## src/design/efr_pkg.sv

```systemverilog
// ----------------------------------------------------------------------------
// Edge-timed frame receiver package
// Transfer types, operation codes and timing constants shared by the
// receiver core and its decode datapath.
// ----------------------------------------------------------------------------
package efr_pkg;

    // Operation codes carried by each input transfer.
    localparam logic [1:0] OP_START = 2'd0;
    localparam logic [1:0] OP_EDGE  = 2'd1;
    localparam logic [1:0] OP_END   = 2'd2;

    // Bit timing in microseconds and frame slot geometry.
    localparam int BIT_TIME_US   = 16;
    localparam int BIT_TIME_LOG2 = 4;
    localparam int HALF_BIT_US   = 8;
    localparam int SLOT_BITS     = 10;
    localparam int SEG_MAX       = 255;
    localparam int SEG_W         = 8;

    // Deltas at or above this value round to more than SEG_MAX bits.
    localparam int SEG_SAT_DELTA = (SEG_MAX + 1) * BIT_TIME_US - HALF_BIT_US;
    localparam int DELTA_LOW_W   = 12;
    localparam int POS_W         = 9;
    localparam int BCNT_W        = 4;

    typedef struct packed {
        logic [1:0]  op;
        logic [31:0] edge_time;
        logic        pin_after_edge;
    } efr_in_t;

    typedef struct packed {
        logic       byte_valid;
        logic [7:0] data_byte;
        logic [3:0] byte_index;
        logic       frame_done;
        logic       checksum_ok;
        logic       overflow;
    } efr_out_t;

    // Capture state that does not depend on the frame length parameter.
    typedef struct packed {
        logic [31:0]           last_edge_time;
        logic [SLOT_BITS-1:0]  bit_shift;
        logic [BCNT_W-1:0]     bit_count;
        logic [7:0]            xor_acc;
        logic                  skip_next;
        logic                  overflow_flag;
    } efr_state_t;

endpackage

```

## src/design/efr_step.sv

```systemverilog
// ----------------------------------------------------------------------------
// Edge-timed frame receiver step logic
// Decodes one registered event against the current capture state and gives
// the next state and an optional result.
// ----------------------------------------------------------------------------
module efr_step #(
    parameter int MAX_FRAME_BYTES = 16,
    parameter int CNT_W           = 5
) (
    input  efr_pkg::efr_in_t    event_in,
    input  efr_pkg::efr_state_t state_cur,
    input  logic [CNT_W-1:0]    byte_count_cur,
    output efr_pkg::efr_state_t state_nxt,
    output logic [CNT_W-1:0]    byte_count_nxt,
    output logic                result_valid,
    output efr_pkg::efr_out_t   result
);

    logic [31:0]                        delta;
    logic [efr_pkg::DELTA_LOW_W-1:0]    rounded;
    logic [efr_pkg::SEG_W-1:0]          seg_len;
    logic [efr_pkg::POS_W-1:0]          end_pos;
    logic [efr_pkg::SLOT_BITS-1:0]      fill_mask;
    logic [efr_pkg::SLOT_BITS-1:0]      new_shift;
    logic                               byte_done;
    logic                               frame_full;
    logic [7:0]                         data;

    // Segment length in bit times, rounded to nearest and saturated.
    assign delta   = event_in.edge_time - state_cur.last_edge_time;
    assign rounded = delta[efr_pkg::DELTA_LOW_W-1:0]
                     + efr_pkg::DELTA_LOW_W'(efr_pkg::HALF_BIT_US);
    assign seg_len = (delta >= 32'(efr_pkg::SEG_SAT_DELTA))
                     ? efr_pkg::SEG_W'(efr_pkg::SEG_MAX)
                     : rounded[efr_pkg::DELTA_LOW_W-1:efr_pkg::BIT_TIME_LOG2];

    assign end_pos = efr_pkg::POS_W'(state_cur.bit_count) + efr_pkg::POS_W'(seg_len);

    // Slot positions covered by this segment; positions past the slot are dropped.
    always_comb begin
        for (int j = 0; j < efr_pkg::SLOT_BITS; j++) begin
            fill_mask[j] = (efr_pkg::POS_W'(j) >= efr_pkg::POS_W'(state_cur.bit_count))
                           && (efr_pkg::POS_W'(j) < end_pos);
        end
    end

    assign new_shift  = state_cur.bit_shift
                        | (event_in.pin_after_edge ? '0 : fill_mask);
    assign byte_done  = end_pos >= efr_pkg::POS_W'(efr_pkg::SLOT_BITS);
    assign frame_full = byte_count_cur >= CNT_W'(MAX_FRAME_BYTES);
    assign data       = new_shift[8:1];

    always_comb begin
        state_nxt      = state_cur;
        byte_count_nxt = byte_count_cur;
        result_valid   = 1'b0;
        result         = '0;

        case (event_in.op)
            efr_pkg::OP_START: begin
                state_nxt                = '0;
                state_nxt.last_edge_time = event_in.edge_time;
                byte_count_nxt           = '0;
            end
            efr_pkg::OP_END: begin
                result_valid       = 1'b1;
                result.frame_done  = 1'b1;
                result.checksum_ok = (state_cur.xor_acc == 8'd0);
                result.overflow    = state_cur.overflow_flag;
            end
            efr_pkg::OP_EDGE: begin
                state_nxt.last_edge_time = event_in.edge_time;
                if (state_cur.skip_next) begin
                    state_nxt.skip_next = 1'b0;
                end else if (byte_done) begin
                    state_nxt.bit_shift = '0;
                    state_nxt.bit_count = '0;
                    state_nxt.skip_next = 1'b1;
                    if (frame_full) begin
                        state_nxt.overflow_flag = 1'b1;
                    end else begin
                        state_nxt.xor_acc = state_cur.xor_acc ^ data;
                        byte_count_nxt    = byte_count_cur + CNT_W'(1);
                        result_valid      = 1'b1;
                        result.byte_valid = 1'b1;
                        result.data_byte  = data;
                        result.byte_index = 4'(byte_count_cur);
                        result.overflow   = state_cur.overflow_flag;
                    end
                end else begin
                    state_nxt.bit_shift = new_shift;
                    state_nxt.bit_count = end_pos[efr_pkg::BCNT_W-1:0];
                end
            end
            default: begin
                state_nxt = state_cur;
            end
        endcase
    end

endmodule

```

## src/design/edge_timed_frame_receiver_core.sv

```systemverilog
// ----------------------------------------------------------------------------
// Edge-timed frame receiver core
// Rebuilds the bytes of a 16 us per bit serial frame from line edge
// timestamps, keeps an XOR checksum and reports it at the end of capture.
// ----------------------------------------------------------------------------
// Pipeline: an event is held in the input register until the result stage is
// free, is then decoded, and its result is registered in the result stage.
// Throughput: one event per cycle while no result stalls, set by the single
// decode pass between the input register and the result register.
// Reset: aresetn, synchronous and active low, clears the valid flags of both
// stages and all capture state, including the last edge timestamp, to zero.
// ----------------------------------------------------------------------------
module edge_timed_frame_receiver_core #(
    parameter int MAX_FRAME_BYTES = 16
) (
    input  logic              aclk,
    input  logic              aresetn,
    input  logic              s_valid,
    output logic              s_ready,
    input  efr_pkg::efr_in_t  s_payload,
    output logic              m_valid,
    input  logic              m_ready,
    output efr_pkg::efr_out_t m_payload
);

    // The byte counter must hold MAX_FRAME_BYTES itself, since it saturates there.
    localparam int CNT_W = $clog2(MAX_FRAME_BYTES + 1);

    // Input stage: one event waiting for the decode pass.
    logic                in_valid_reg;
    logic                in_valid_next;
    efr_pkg::efr_in_t    in_data_reg;
    efr_pkg::efr_in_t    in_data_next;

    // Result stage: one finished result waiting for its transfer.
    logic                out_valid_reg;
    logic                out_valid_next;
    efr_pkg::efr_out_t   out_data_reg;
    efr_pkg::efr_out_t   out_data_next;

    // Capture state.
    efr_pkg::efr_state_t state_reg;
    efr_pkg::efr_state_t state_next;
    logic [CNT_W-1:0]    byte_count_reg;
    logic [CNT_W-1:0]    byte_count_next;

    efr_pkg::efr_state_t step_state;
    logic [CNT_W-1:0]    step_byte_count;
    logic                step_result_valid;
    efr_pkg::efr_out_t   step_result;
    logic                advance;

    efr_step #(
        .MAX_FRAME_BYTES (MAX_FRAME_BYTES),
        .CNT_W           (CNT_W)
    ) u_step (
        .event_in       (in_data_reg),
        .state_cur      (state_reg),
        .byte_count_cur (byte_count_reg),
        .state_nxt      (step_state),
        .byte_count_nxt (step_byte_count),
        .result_valid   (step_result_valid),
        .result         (step_result)
    );

    // The held event is decoded once the result stage is free, or is being
    // emptied by a transfer in this same cycle. Events that give no result
    // still wait for this, which keeps the result order simple.
    assign advance = in_valid_reg && (!out_valid_reg || m_ready);

    // A new event is taken whenever the input stage is empty or moves on.
    // While a result stalls, the input register still takes one more event,
    // after which s_ready stays low until the result is transferred.
    assign s_ready = !in_valid_reg || advance;

    always_comb begin
        in_valid_next   = in_valid_reg;
        in_data_next    = in_data_reg;
        out_valid_next  = out_valid_reg;
        out_data_next   = out_data_reg;
        state_next      = state_reg;
        byte_count_next = byte_count_reg;

        if (advance) begin
            in_valid_next   = 1'b0;
            state_next      = step_state;
            byte_count_next = step_byte_count;
            out_valid_next  = step_result_valid;
            out_data_next   = step_result;
        end else if (m_ready) begin
            out_valid_next = 1'b0;
        end

        if (s_valid && s_ready) begin
            in_valid_next = 1'b1;
            in_data_next  = s_payload;
        end
    end

    always_ff @(posedge aclk) begin
        if (!aresetn) begin
            in_valid_reg   <= 1'b0;
            out_valid_reg  <= 1'b0;
            state_reg      <= '0;
            byte_count_reg <= '0;
        end else begin
            in_valid_reg   <= in_valid_next;
            out_valid_reg  <= out_valid_next;
            state_reg      <= state_next;
            byte_count_reg <= byte_count_next;
        end
    end

    // Payload registers carry no reset; their valid flags guard them.
    always_ff @(posedge aclk) begin
        in_data_reg  <= in_data_next;
        out_data_reg <= out_data_next;
    end

    assign m_valid   = out_valid_reg;
    assign m_payload = out_data_reg;

endmodule

```

## config.mk

```make
export PLATFORM = sky130hd
export DESIGN_NAME = edge_timed_frame_receiver_core
export DESIGN_NICKNAME = d
export VERILOG_FILES = /design/src/design/efr_pkg.sv /design/src/design/efr_step.sv /design/src/design/edge_timed_frame_receiver_core.sv
export SDC_FILE = /design/constraint.sdc
export NUM_CORES = 1
export LEC_CHECK = 0
export BUFFER_PORTS_ARGS = -buffer_cell sky130_fd_sc_hd__buf_2
export CAP_MARGIN = 20
export CELL_PAD_IN_SITES_DETAIL_PLACEMENT = 1
export CELL_PAD_IN_SITES_GLOBAL_PLACEMENT = 1
export CORE_UTILIZATION = 48
export CTS_BUF_LIST = sky130_fd_sc_hd__clkbuf_4
export CTS_CLUSTER_DIAMETER = 100
export DETAILED_ROUTE_END_ITERATION = 8
export PLACE_DENSITY = 0.9
export SLEW_MARGIN = 10
export SYNTH_ARGS = -nofsm -noshare
export SYNTH_HDL_FRONTEND = slang
export SYNTH_SLANG_ARGS = --single-unit
export TNS_END_PERCENT = 1
```

## constraint.sdc

```tcl
create_clock -name aclk -period 8.4 [get_ports aclk]
set_input_delay 1.68 -clock aclk [delete_from_list [all_inputs] [get_ports aclk]]
set_output_delay 1.68 -clock aclk [all_outputs]
set_load 0.02 [all_outputs]
```

# After elaboration in Yosys (flattened, before gate mapping)
# Cells that the tools add are included.
[totals] reg_bits=114 in_bits=39 out_inout_bits=18
[classes] n_addsub=4 n_lt_le_gt_ge=23 n_eq_ne=6 n_mux=28 bitwise_logic=4 n_reduce_logical=27
[ops] op="56-bit case mux with 2 select lines" count=1
[ops] op="3-bit by 9-bit less-than comparator with 1-bit output (first input constant)" count=4
[ops] op="32-bit by 12-bit greater-or-equal comparator with 1-bit output (second input constant)" count=1
[ops] op="32-bit subtractor" count=1
[ops] op="22-bit 2-to-1 mux" count=1
[ops] op="10-bit 2-to-1 mux" count=2
[ops] op="1-bit by 9-bit less-than comparator with 1-bit output (first input constant)" count=2
[ops] op="2-bit by 9-bit less-than comparator with 1-bit output (first input constant)" count=2
[ops] op="4-bit by 9-bit less-than comparator with 1-bit output (first input constant)" count=2
[ops] op="3-bit by 4-bit greater-or-equal comparator with 1-bit output (first input constant)" count=4
[ops] op="8-bit 2-to-1 mux" count=2
[ops] op="5-bit 2-to-1 mux" count=3
[ops] op="14-bit 2-to-1 mux" count=1
[ops] op="1-bit 2-to-1 mux" count=13
[ops] op="13-bit 2-to-1 mux" count=1
[ops] op="12-bit by 4-bit adder with 12-bit output (second input constant)" count=1
[ops] op="1-bit logical AND" count=12
[ops] op="10-bit bitwise OR" count=1
[ops] op="5-bit case mux with 2 select lines" count=1
[ops] op="5-bit AND reduction" count=2
[ops] op="4-bit by 8-bit adder with 9-bit output" count=1
[ops] op="9-bit by 4-bit greater-or-equal comparator with 1-bit output (second input constant)" count=1
[ops] op="1-bit by 4-bit greater-or-equal comparator with 1-bit output (first input constant)" count=2
[ops] op="2-bit by 4-bit greater-or-equal comparator with 1-bit output (first input constant)" count=2
[ops] op="other kinds (20)" count=29

# Logic depth before layout (Yosys ltp)
[logic_depth] depth_word=13 depth_mapped=29 ltp_nobuf=27

# Modules after synthesis
# From an unflattened synthesis, not the netlist that was laid out.
[hier_totals] hier_cells=939 hier_area_um2=8244.2
[modules_own_cells] mod="edge_timed_frame_receiver_core" n_inst=1 cells_each=326 area_each_um2=4126.5 seq_area_each_um2=2792.7
[modules_own_cells] mod="efr_step" n_inst=1 cells_each=613 area_each_um2=4117.7 seq_area_each_um2=0.0

# Least setup slack after synthesis
# No wires, ideal clock.
[synth_timing] kind="register to register" startpoint="register in_data_reg[1] (netlist name)" endpoint="register out_data_reg (netlist bit m_payload[7]) (data pin)" arrival_time_ns=5.538 path_slack_ns=2.588 path_stages_with_launch=29 n_path_buf=3 synth_period_minus_slack_ns=5.812 path_cell_list="edfxtp_1 inv_1 ha_1 inv_1 fa_1 a21o_1 a221o_1 a41o_1 nor2_4 xnor2_1 or4_1 nor4_1 and4_1 buf_4 and2_1 nand2b_1 ha_1 fa_1 and2_1 o21ai_0 nand2b_1 a211o_1 a21oi_1 and3_1 buf_6 nand3_1 nand3_1 buf_2 nor2_1"
[synth_via] elab_chain_len=8 word_cells_on_any_way=12 classes_between="add/sub: 3; order compare: 3; mux: 2; bitwise: 2; reduce/logical: 2"
[synth_rtl] item="start: declaration" line="edge_timed_frame_receiver_core.sv:32" rtl="efr_pkg::efr_in_t in_data_reg;"
[synth_rtl] item="start signal: assignment" line="edge_timed_frame_receiver_core.sv:116" rtl="in_data_reg <= in_data_next;"
[synth_rtl] item="32-bit subtractor *" line="efr_step.sv:30" rtl="assign delta = event_in.edge_time - state_cur.last_edge_time;"
[synth_rtl] item="32-bit by 12-bit greater-or-equal comparator with 1-bit output or 12-bit by 4-bit adder with 12-bit output (tied branches)" line="efr_step.sv:33, efr_step.sv:32"
[synth_rtl] item="8-bit 2-to-1 mux *" line="efr_step.sv:34" rtl="? efr_pkg::SEG_W'(efr_pkg::SEG_MAX)"
[synth_rtl] item="4-bit by 8-bit adder with 9-bit output *" line="efr_step.sv:37" rtl="assign end_pos = efr_pkg::POS_W'(state_cur.bit_count) + efr_pkg::POS_W'(seg_len);"
[synth_rtl] item="1-bit by 9-bit less-than comparator with 1-bit output" line="efr_step.sv:43" rtl="&& (efr_pkg::POS_W'(j) < end_pos);"
[synth_rtl] item="1-bit logical AND" line="efr_step.sv:43"
[synth_rtl] item="10-bit 2-to-1 mux" line="efr_step.sv:48" rtl="| (event_in.pin_after_edge ? '0 : fill_mask);"
[synth_rtl] item="10-bit bitwise OR" line="efr_step.sv:48"
[synth_rtl] item="end signal: assignment" line="edge_timed_frame_receiver_core.sv:117" rtl="out_data_reg <= out_data_next;"
[synth_rtl] item="end: declaration" line="edge_timed_frame_receiver_core.sv:38" rtl="efr_pkg::efr_out_t out_data_reg;"
# Mark *: on every way between the ends. The rest lies on a longest branch, timed or not.
# A chain may end at the register's enable or synchronous reset.

==> impl_metrics.tcl <==
set metrics [dict create \
    clock_sinks 112 \
    reg2reg_slack_ns 1.21 \
    core_area_mm2 0.0146 \
    critical_path_required_ns 8.71 \
    fp.dieH_um 125 \
    synth_top_flop_cell "dfxtp_1" \
    syn_area_mm2 0.00721 \
    final.setup.worst_slack_ns 1.21 \
    final.min_clock_period_ns 7.19 \
    r2r_cells 26 \
    grt_overflow 0 \
    largest_register_ffs 54 \
    synth_most_common_cell "nand2_1" \
    boundaryPins 57 \
    global_route_usage_sum 0.247 \
    drt_pass1_iterations 4 \
    dp_slack_ns 1.26 \
    post-synth-top-area-cell "edfxtp_1" \
    rows 44 \
    cts.clk_slew.worst_paths_ns 0.19 \
    routed_wirelength_mm 18.8 \
    synth_enable_flop_cells 51 \
    width_of_the_die_um 125 \
    final_net_count 948 \
    nFillCells 1780 \
    longest_clk_path_bufs 2 \
    finalHoldViolCount 0 \
    grt_first_pass_wirelength_mm 31.3 \
    tritoncts "yes" \
    p_leak_uw 0.00285 \
    synth_largest_type_area_fraction 0.213 \
    initial_antenna_violation_count 0 \
    clockRootBuffer "clkbuf_4" \
    insertedDiodeCount 0 \
    destination_of_the_worst_register_to_register_timing_path "m_payload[0]" \
    vias_per_cell 5.96 \
    final.setup.tns_ns 0 \
    worst_setup_path_startpoint "in_data_reg[1]" \
    ys_seq_elements 112 \
    max-slew-margin-rel 0.365 \
    ys.warnings.count 0 \
    critPathMaxFanout 11 \
    cts_setup_buffers 0 \
    drt_iter0_drc 393 \
    critPathCapture "m_payload[0]" \
    detailed_placement_wirelength_estimate_mm 14.0 \
    worstSetupPathType "register to register" \
    holdCritPathClass "register to register" \
    timing.final.max_slew_violations 0 \
    synthTopCellsByArea "edfxtp_1 21%, dfxtp_1 17%, ha_1 7.1%" \
    worst_ep_arrival_time_ns 7.50 \
    routedWlPerCell_um 17.8 \
    timing.critical_path.from_type "register" \
    multiInputGateArea_mm2 0.00409 \
    synth.lib_cells_used.distinct 74 \
    clock_skew_ns 0.0266 \
    run_status "completed" \
    power.density_mw_per_mm2 152 \
    largest_net_degree_at_the_start_of_global_routing 55 \
    route.detailed.drc 0 \
    ir_drop_mv 0.0998 \
    post_route_fraction_of_the_period_consumed_by_the_critical_path 0.856 \
    clk-insertion-delay-late_ns 0.52 \
    max_cap_viol_count 0 \
    post-route-util 0.528 \
    synth.net_count 920 \
    final_layout_size_suffix_gt1_frac 0.109 \
    finalHoldWorstSlack_ns 0.481 \
    worstReg2RegStart "in_data_reg[1]" \
    synth_top_cells_by_count "135 x nand2_1, 61 x dfxtp_1, 51 x edfxtp_1" \
    final-seq-area_mm2 0.00275 \
    postSynth.asyncResetShare 0 \
    syn-mean-instance-area_um2 8.60 \
    layout_overhead_on_the_synthesized_area_pct 6.89 \
    clock.fmax_ghz 0.139 \
    routed-via-count 6283 \
    setup_viol_count_final 0 \
    finalWeightedCongestion 0.912 \
    floorplan.initialDensity 0.494 \
    place.port_buffers 56 \
    grt_setup_unrepaired "false" \
    ys_seq_area_frac 0.382 \
    design.die.area_mm2 0.0155 \
    post_cts.resized_instances 0 \
    htreeDepth 3 \
    worst_margin_pin_slew_ns 0.952 \
    ant_nets 0 \
    cts-buffers-inserted 9 \
    timing.critical_path.to_type "register" \
    grt_pass1_vias 6289 \
    netlist_instances 838 \
    cts.hold.buffers_added 0 \
]
area by class of cell:
| class | instances | share of cell area |
|---|---|---|
| tap | 184 | 0.0299 |
| sequential | 112 | 0.357 |
| timing repair buffer | 59 | 0.0393 |
| multi-input combinational | 638 | 0.531 |
| clock inverter | 7 | 0.0114 |
| clock buffer | 9 | 0.00877 |
| inverter | 46 | 0.0224 |
power by group:
part           total (µW)  switching [µW]  internal [µW]
Sequential            605            12.0            593
Clock                 296             199           96.9
Combinational         271             170            101
Total                1170             381            791
kinds of logic (layout without fill, tap and decap cells):
logic type,after synthesis,count (layout),share of synthesized area
compound gates,240,240,0.228
fa+ha+maj,43,43,0.0767
xor+xnor,21,21,0.0255
flops,112,112,0.382
buf+inv,88,121,0.0512
mux,16,16,0.0231
simple gates,318,318,0.214
critical path, stage by stage, from the launching register on:
cell      delay (ns)
edfxtp_1        0.42
inv_1           0.07
ha_1            0.17
inv_1           0.06
fa_1            0.40
a21o_1          0.23
a221o_1         0.39
a41o_1          0.32
o211ai_1        0.20
a211oi_1        0.11
or4_1           0.44
nor4_1          0.30
and4_1          0.46
and2_1          0.26
nand2b_1        0.09
ha_1            0.21
fa_1            0.41
and2_1          0.17
o21ai_0         0.22
nand2b_1        0.09
a211o_1         0.26
a21oi_1         0.24
and3_1          0.41
nand3_1         0.18
nand3_1         0.44
inv_2           0.16
o211a_1         0.24
metal layers:
layer | wire, µm | GRT usage | part of all wire | vias up
met5 | 0 | 0 | 0 | -
met3 | 501 | 0.0455 | 0.027 | 25
met1 | 8860 | 0.320 | 0.47 | 3078
met2 | 9120 | 0.421 | 0.48 | 104
met4 | 343 | 0.0645 | 0.018 | 0
li1 | - | - | - | 3076
cell usage in the layout (no fill, tap or decap), types with 6 or more instances in the layout:
| master | count |
|---|---|
| nand2_1 | 135 |
| dfxtp_1 | 61 |
| buf_2 | 56 |
| edfxtp_1 | 51 |
| nor2_1 | 48 |
| a21oi_1 | 46 |
| inv_1 | 45 |
| ha_1 | 41 |
| a21boi_0 | 37 |
| o21ai_0 | 35 |
| nand3_1 | 18 |
| xnor2_1 | 16 |
| nand2b_1 | 16 |
| nor3_1 | 14 |
| mux2i_1 | 14 |
| nor2b_1 | 13 |
| and3_1 | 13 |
| a211oi_1 | 13 |
| a31oi_1 | 12 |
| nand4_1 | 11 |
| o21a_1 | 11 |
| and2_1 | 9 |
| nor4_1 | 9 |
| a21boi_1 | 9 |
| clkbuf_4 | 9 |
| a21o_1 | 8 |
| o211ai_1 | 8 |
| o22ai_1 | 6 |
| a22oi_1 | 6 |
| or2_2 | 6 |
| or3_1 | 6 |
how the worst min path moves through the flow:
stage                          to           from  slack [ns]  cells after the start
floorplan            state_reg[0]   state_reg[0]        0.44                      2
global placement    state_reg[45]  state_reg[45]        0.45                      2
detailed placement  state_reg[39]  state_reg[39]        0.47                      2
CTS                 state_reg[39]  state_reg[39]        0.49                      2
global route        state_reg[32]  state_reg[32]        0.51                      2
finish              state_reg[39]  state_reg[39]        0.48                      2
stage by stage:
stage                     area [µm²]  total power (µW)  std cells
after detailed placement        7550               883       1039
final                           7700              1170       1055
after floorplan                 7210               810        838
after global routing            7700              1230       1055
after global placement          7550               875       1039
after CTS                       7700              1180       1055
Note: power is estimated with default switching activity, not from simulation.
